--- config.mk ---
export PLATFORM = sky130hd
export DESIGN_NAME = buffered_serial_byte_queues
export DESIGN_NICKNAME = d
export VERILOG_FILES = /design/src/rtl/bsbq_pkg.sv /design/src/rtl/bsbq_queue.sv /design/src/rtl/buffered_serial_byte_queues.sv
export SDC_FILE = /design/constraint.sdc
export NUM_CORES = 2
export LEC_CHECK = 0
export ABC_AREA = 1
export BUFFER_PORTS_ARGS = -buffer_cell sky130_fd_sc_hd__buf_2
export CAP_MARGIN = 10
export CORE_MARGIN = 5
export CORE_UTILIZATION = 30
export DETAILED_ROUTE_END_ITERATION = 8
export PLACE_DENSITY = 0.53
export SLEW_MARGIN = 20
export SYNTH_ARGS = -nofsm -noshare
export SYNTH_HDL_FRONTEND = slang
export SYNTH_SLANG_ARGS = --single-unit
export TNS_END_PERCENT = 100
--- constraint.sdc ---
create_clock -name i_clk -period 10.1 [get_ports i_clk]
set_input_delay 0 -clock i_clk [delete_from_list [all_inputs] [get_ports i_clk]]
set_output_delay 0 -clock i_clk [all_outputs]
set_load 0.01 [all_outputs]
--- src/rtl/bsbq_pkg.sv ---
// Shared types and constants for the buffered serial byte queues.
// Holds the request/result structs, operation codes and register layout.
// No dependencies; every other file in rtl refers to it by scoped names.
package bsbq_pkg;

    // Operation codes carried in a request.
    typedef enum logic [1:0] {
        OP_HOST_SEND = 2'd0,
        OP_HOST_RECV = 2'd1,
        OP_TX_READY  = 2'd2,
        OP_LINE_BYTE = 2'd3
    } t_op;

    // Configuration register layout.
    localparam int CFG_IDX_W  = 1;
    localparam int CFG_DATA_W = 9;
    localparam int TX_SLOTS_W = 9;
    localparam int RX_SLOTS_W = 6;

    localparam logic [CFG_IDX_W-1:0] CFG_TX_SLOTS = 1'b0;
    localparam logic [CFG_IDX_W-1:0] CFG_RX_SLOTS = 1'b1;

    localparam logic [TX_SLOTS_W-1:0] TX_SLOTS_RST = 9'd255;
    localparam logic [RX_SLOTS_W-1:0] RX_SLOTS_RST = 6'd20;

    // One request from the host or the line side.
    typedef struct packed {
        t_op        op;
        logic [7:0] data_in;
    } t_req;

    // One result, shown for a single cycle under the strobe.
    typedef struct packed {
        logic       byte_valid;
        logic [7:0] byte_out;
        logic       dropped_oldest;
        logic       tx_active;
    } t_res;

    // Command from the controller to one queue.
    typedef struct packed {
        logic       put;
        logic       get;
        logic [7:0] data;
    } t_q_cmd;

    // Status returned by one queue in the same cycle as its command.
    typedef struct packed {
        logic hit;
        logic dropped;
    } t_q_stat;

endpackage

--- src/rtl/bsbq_queue.sv ---
// One circular byte queue: a synchronous byte memory plus head and tail pointers.
// Pointers wrap at a clamped slot count; a put into a full queue drops the oldest.
// Depends on bsbq_pkg for the command and status structs.
module bsbq_queue #(
    parameter int DEPTH = 32,
    parameter int REG_W = 6
) (
    input  logic               i_clk,
    input  logic               i_rst_n,
    input  logic [REG_W-1:0]   i_slots,
    input  bsbq_pkg::t_q_cmd   i_cmd,
    output bsbq_pkg::t_q_stat  o_stat,
    output logic [7:0]         o_rdata
);

    localparam int PW = $clog2(DEPTH);
    localparam int CW = PW + 1;

    logic [7:0]    r_mem [DEPTH];
    logic [7:0]    r_rdata;
    logic [PW-1:0] r_head;
    logic [PW-1:0] r_tail;
    logic [PW-1:0] n_head;
    logic [PW-1:0] n_tail;

    logic [CW-1:0] eff_slots;
    logic [CW-1:0] head_inc;
    logic [CW-1:0] tail_inc;
    logic [PW-1:0] head_adv;
    logic [PW-1:0] tail_adv;
    logic          not_empty;
    logic          do_read;

    // Clamp the slot register to the range the memory supports.
    always_comb begin
        if (32'(i_slots) < 2) begin
            eff_slots = CW'(2);
        end else if (32'(i_slots) > DEPTH) begin
            eff_slots = CW'(DEPTH);
        end else begin
            eff_slots = CW'(i_slots);
        end
    end

    // Advanced pointers: step by one, back to zero at the slot count or beyond.
    always_comb begin
        head_inc = {1'b0, r_head} + CW'(1);
        tail_inc = {1'b0, r_tail} + CW'(1);
        head_adv = (head_inc >= eff_slots) ? '0 : head_inc[PW-1:0];
        tail_adv = (tail_inc >= eff_slots) ? '0 : tail_inc[PW-1:0];
    end

    assign not_empty = (r_head != r_tail);
    assign do_read   = i_cmd.get && !i_cmd.put && not_empty;

    // Pointer update and status for the current command.
    always_comb begin
        n_head         = r_head;
        n_tail         = r_tail;
        o_stat.hit     = 1'b0;
        o_stat.dropped = 1'b0;
        if (i_cmd.put) begin
            n_head = head_adv;
            if (head_adv == r_tail) begin
                n_tail         = tail_adv;
                o_stat.dropped = 1'b1;
            end
        end else if (do_read) begin
            n_tail     = tail_adv;
            o_stat.hit = 1'b1;
        end
    end

    // Pointer registers.
    always_ff @(posedge i_clk) begin
        if (!i_rst_n) begin
            r_head <= '0;
            r_tail <= '0;
        end else begin
            r_head <= n_head;
            r_tail <= n_tail;
        end
    end

    // Byte memory: write at the head, registered read at the tail.
    always_ff @(posedge i_clk) begin
        if (i_cmd.put) begin
            r_mem[r_head] <= i_cmd.data;
        end
        if (do_read) begin
            r_rdata <= r_mem[r_tail];
        end
    end

    assign o_rdata = r_rdata;

endmodule

--- src/rtl/buffered_serial_byte_queues.sv ---
// Top level of the buffered serial byte queues.
// Holds the slot registers, the transmit enable flag and the result register;
// depends on bsbq_pkg and instantiates bsbq_queue for each direction.
//
// Usage:
//   A request (op, data_in on i_req) is taken at a clock edge where start is
//   high and busy is low. The host sends bytes into the transmit queue, the
//   transmitter pulls them out with a ready request, the line pushes bytes
//   into the receive queue and the host pulls them with a receive request.
//   Each request gives exactly one result on o_res, marked by o_strobe for one
//   cycle, in the cycle right after the request was taken.
//   Latency is one cycle and a new request may be taken every cycle: each
//   queue does one memory access per request, and the registered read port
//   supplies the dequeued byte in the result cycle.
//   The slot counts are written through i_cfg_we, i_cfg_idx and i_cfg_data
//   with no wait; write them only while no result is pending.
//   Synchronous reset empties both queues, sets the transmit enable flag,
//   restores slot counts of 255 (transmit) and 20 (receive) and holds busy
//   high for the reset cycles and the first cycle after reset is released.
//   Results cannot be held off by the receiver.
module buffered_serial_byte_queues #(
    parameter int TX_DEPTH = 256,
    parameter int RX_DEPTH = 32
) (
    input  logic                              i_clk,
    input  logic                              i_rst_n,
    input  logic                              start,
    output logic                              busy,
    input  bsbq_pkg::t_req                    i_req,
    output logic                              o_strobe,
    output bsbq_pkg::t_res                    o_res,
    input  logic                              i_cfg_we,
    input  logic [bsbq_pkg::CFG_IDX_W-1:0]    i_cfg_idx,
    input  logic [bsbq_pkg::CFG_DATA_W-1:0]   i_cfg_data
);

    logic [bsbq_pkg::TX_SLOTS_W-1:0] r_tx_slots;
    logic [bsbq_pkg::RX_SLOTS_W-1:0] r_rx_slots;
    logic                            r_busy;
    logic                            r_tx_en;
    logic                            n_tx_en;
    logic                            r_strobe;
    logic                            r_valid;
    logic                            r_from_tx;
    logic                            r_dropped;

    logic              accept;
    bsbq_pkg::t_q_cmd  tx_cmd;
    bsbq_pkg::t_q_cmd  rx_cmd;
    bsbq_pkg::t_q_stat tx_stat;
    bsbq_pkg::t_q_stat rx_stat;
    logic [7:0]        tx_rdata;
    logic [7:0]        rx_rdata;

    assign busy   = r_busy;
    assign accept = start && !r_busy;

    // Configuration registers.
    always_ff @(posedge i_clk) begin
        if (!i_rst_n) begin
            r_tx_slots <= bsbq_pkg::TX_SLOTS_RST;
            r_rx_slots <= bsbq_pkg::RX_SLOTS_RST;
        end else if (i_cfg_we) begin
            unique case (i_cfg_idx)
                bsbq_pkg::CFG_TX_SLOTS: r_tx_slots <= i_cfg_data;
                bsbq_pkg::CFG_RX_SLOTS:
                    r_rx_slots <= i_cfg_data[bsbq_pkg::RX_SLOTS_W-1:0];
                default: ;
            endcase
        end
    end

    // Decode the request into one command per queue.
    always_comb begin
        tx_cmd.put  = accept && (i_req.op == bsbq_pkg::OP_HOST_SEND);
        tx_cmd.get  = accept && (i_req.op == bsbq_pkg::OP_TX_READY);
        tx_cmd.data = i_req.data_in;
        rx_cmd.put  = accept && (i_req.op == bsbq_pkg::OP_LINE_BYTE);
        rx_cmd.get  = accept && (i_req.op == bsbq_pkg::OP_HOST_RECV);
        rx_cmd.data = i_req.data_in;
    end

    bsbq_queue #(
        .DEPTH (TX_DEPTH),
        .REG_W (bsbq_pkg::TX_SLOTS_W)
    ) u_tx_queue (
        .i_clk   (i_clk),
        .i_rst_n (i_rst_n),
        .i_slots (r_tx_slots),
        .i_cmd   (tx_cmd),
        .o_stat  (tx_stat),
        .o_rdata (tx_rdata)
    );

    bsbq_queue #(
        .DEPTH (RX_DEPTH),
        .REG_W (bsbq_pkg::RX_SLOTS_W)
    ) u_rx_queue (
        .i_clk   (i_clk),
        .i_rst_n (i_rst_n),
        .i_slots (r_rx_slots),
        .i_cmd   (rx_cmd),
        .o_stat  (rx_stat),
        .o_rdata (rx_rdata)
    );

    // Transmit enable: set by a host send, cleared by a ready on an empty queue.
    always_comb begin
        n_tx_en = r_tx_en;
        if (tx_cmd.put) begin
            n_tx_en = 1'b1;
        end else if (tx_cmd.get && !tx_stat.hit) begin
            n_tx_en = 1'b0;
        end
    end

    // Control state and result register.
    always_ff @(posedge i_clk) begin
        if (!i_rst_n) begin
            r_busy   <= 1'b1;
            r_tx_en  <= 1'b1;
            r_strobe <= 1'b0;
        end else begin
            r_busy   <= 1'b0;
            r_tx_en  <= n_tx_en;
            r_strobe <= accept;
        end
    end

    // Result flags; the dequeued byte itself comes from the queue read register.
    always_ff @(posedge i_clk) begin
        if (accept) begin
            r_valid   <= tx_stat.hit || rx_stat.hit;
            r_from_tx <= tx_cmd.get;
            r_dropped <= tx_stat.dropped || rx_stat.dropped;
        end
    end

    // Result output.
    always_comb begin
        o_res.byte_valid     = r_valid;
        o_res.byte_out       = r_valid ? (r_from_tx ? tx_rdata : rx_rdata) : 8'd0;
        o_res.dropped_oldest = r_dropped;
        o_res.tx_active      = r_tx_en;
    end

    assign o_strobe = r_strobe;

endmodule
==> impl_metrics.csv <==
group,metric,value,unit
outcome,status,"finished clean",
drt,routedWlPerCell,23.3,um
setup_path,arrival,5.54,ns
clock_network,cts_tree,"built",
logic_synthesis,synth_area,95700,um^2
logic_synthesis,synth-edff-count,2323,
logic_synthesis,synth_fp_nets,7823,
final_layout,fillers,30800,
final_layout,mostFrequentLayoutCell,"edfxtp_1",
setup_path,end_kind,"register",
worst_hold_path,worst_hold_path_type,"input port to register",
place,pre_cts_ws,5.34,ns
logic_synthesis,synth_flop_cell,"edfxtp_1",
final_layout,area_growth_syn_to_layout,12.8,%
final_layout,multi_input_comb_area,22400,um^2
clock_network,clockBufferDepth,4,
setup_path,cp-start-kind,"register",
global_route,groute.usage.overall,16.2,%
logic_synthesis,ys_ff_latch,2367,
die,dieWidth,575,um
logic_synthesis,ys_async_sr_fraction,0,%
pwr,power.leakage,34.8,nW
pwr,max-vdd-ir-drop,0.142,mV
setup_path,path_max_fanout,176,
die,core-area,318000,um^2
setup_path,ff2ff_setup_slack,5.33,ns
global_route,grt_max_degree,201,
clock_network,root_buffer,"clkbuf_16",
pwr,finalPower,20.5,mW
setup_path,crit_required,10.87,ns
place,dp_cells,11500,
clock_network,htree_num_levels,4,
logic_synthesis,synth_area_leaders,"edfxtp_1 (73%), o21ai_0 (6.2%), nor2_1 (6.1%)",
die,initial_core_util,30.1,%
global_route,grt_pass1_vias,59900,
timing,fin_skew,0.0951,ns
clock_network,cts-buffers-inserted,241,
logic_synthesis,ys_seq_area_share,73.8,%
final_layout,fin_cells,12000,
logic_synthesis,yosysTopAreaCell,"edfxtp_1",
final_layout,design_area,108000,um^2
clock_network,cts_resized,0,
die,die-area,330000,um^2
clock_network,post_cts.repair.setup_buffers,0,
place,placed_area,99700,um^2
die,die_y,575,um
timing,fin_hold_ws,0.0877,ns
die,io_pins,37,
timing,setup_violations,0,
timing,timing.setup.tns,0,ns
drt,ant_nets,0,
timing,worst_pin_slew,1.15,ns
timing,fin_ws,5.33,ns
clock_network,clock-sinks,2367,
timing,hold_violations,0,
logic_synthesis,syn_avg_cell_area,12.3,um^2
place,dp_hpwl,152000,um
pwr,power.density,190,nW/um^2
drt,firstDrtPassIters,6,
logic_synthesis,synth_top_area_share,72.9,%
final_layout,fin_nets,7677,
run,drv_cap,0,
drt,avgViaCountPerCell,5.22,
logic_synthesis,ys.warnings.count,0,
clock_network,clk_latency,0.93,ns
final_layout,regArea,70700,um^2
timing,slew_viol_final,0,
final_layout,layout_common_cells,"edfxtp_1 (2,323), nor2_1 (1,563), o21ai_0 (1,187)",
timing,fmax,210,MHz
final_layout,fin_util,34.0,%
place,io_buffers,36,
global_route,grt_pass1_wl,409000,um
global_route,antenna_found_initial,10,
global_route,overflow,0,
drt,drt_iter0_markers,6676,
clock_network,clk_pin_slew,0.06,ns
timing,relSlewSlack,23.1,%
drt,num_vias,62600,
setup_path,critPathKind,"register to register",
logic_synthesis,synth_cells,7759,
timing,grt_setup_unrepaired,"no",
logic_synthesis,synthDistinctLibCells,43,
timing,fin_crit,4.77,ns
drt,wirelength,279000,um
die,std_cell_rows,207,
drt,route.detailed.drc,0,
place,globalplace.congestion,0.812,
timing,min_period_over_period,47.2,%
final_layout,drive_gt1_share,6.71,%
[synthesized netlist by cell type, types with 11 or more instances]
cell	number
a21oi_1	34
buf_1	45
buf_2	84
buf_4	42
clkbuf_1	384
dfxtp_1	44
edfxtp_1	2323
ha_1	40
inv_1	73
nand2_1	702
nand3_1	510
nand4_1	17
nor2_1	1564
nor3_1	11
o211ai_1	32
o21ai_0	1187
o21ai_1	14
o221ai_1	29
o22ai_1	553
xor2_1	20
[worst paths after layout]
path                                            from               endpoint  cells past startpoint
worst min register to register               r_tx_en                r_tx_en                      2
worst max register to register  u_tx_queue.r_tail[0]  u_tx_queue.o_rdata[5]                     13
worst min-delay path                           start              r_dropped                      4
worst max-delay path            u_tx_queue.r_tail[0]  u_tx_queue.o_rdata[5]                     13
[layer usage]
| metal | routed length, um | share of wire, % | global-route usage, % |
|---|---|---|---|
| met4 | 9060 | 3.2 | 5.12 |
| met2 | 128000 | 46 | 25.8 |
| met3 | 22000 | 7.9 | 2.90 |
| met1 | 120000 | 43 | 22.5 |
| met5 | 33 | 0.012 | 0 |
[registers in the layout (all words and copies together) (netlist names), 6 cells and up]
register and flops:
u_tx_queue.r_mem 2048, u_rx_queue.r_mem 256, r_tx_slots 9, u_rx_queue.o_rdata 8, u_tx_queue.o_rdata 8, u_tx_queue.r_head 8, u_tx_queue.r_tail 8, r_rx_slots 6
[worst max-delay path: stages (launching register included)]
cell and delay [ns]:
dfxtp_4 0.74, buf_4 0.83, buf_12 0.51, buf_4 0.83
o21ai_0 0.20, o22ai_1 0.23, nand2_1 0.07, nand3_1 0.13
nand3_1 0.09, nand3_1 0.19, nand3_1 0.16, nand2_1 0.16
nand2_1 0.08, nand2_1 0.10
[logic make-up after synthesis]
family / share of synthesized area, %
AND/OR/NAND/NOR: 11.9
flip-flops: 73.8
AO/OA/AOI/OAI: 10.7
buffers and inverters: 2.85
adder cells (fa/ha/maj): 0.523
XOR/XNOR: 0.226
[what timing repair did]
item                                    CTS  global route
hold endpoints to repair                901             0
endpoints found under the setup margin    0             0
hold buffers                             42             0
[final cells by class]
class | count | area share (%)
Sequential cell | 2367 | 65.5
Inverter | 83 | 0.315
Multi-Input combinational cell | 4748 | 20.8
Antenna cell | 3 | 0.00696
Tap cell | 4180 | 4.85
Clock buffer | 282 | 5.75
Clock inverter | 159 | 1.40
Timing Repair Buffer | 172 | 1.43
[report_power, final]
part / internal, mW / switching [mW] / total, mW
Combinational: 0.210 / 0.673 / 0.883
Sequential: 10.8 / 0.0224 / 10.8
Clock: 5.06 / 3.77 / 8.83
Power figures use the tool's default switching activity.
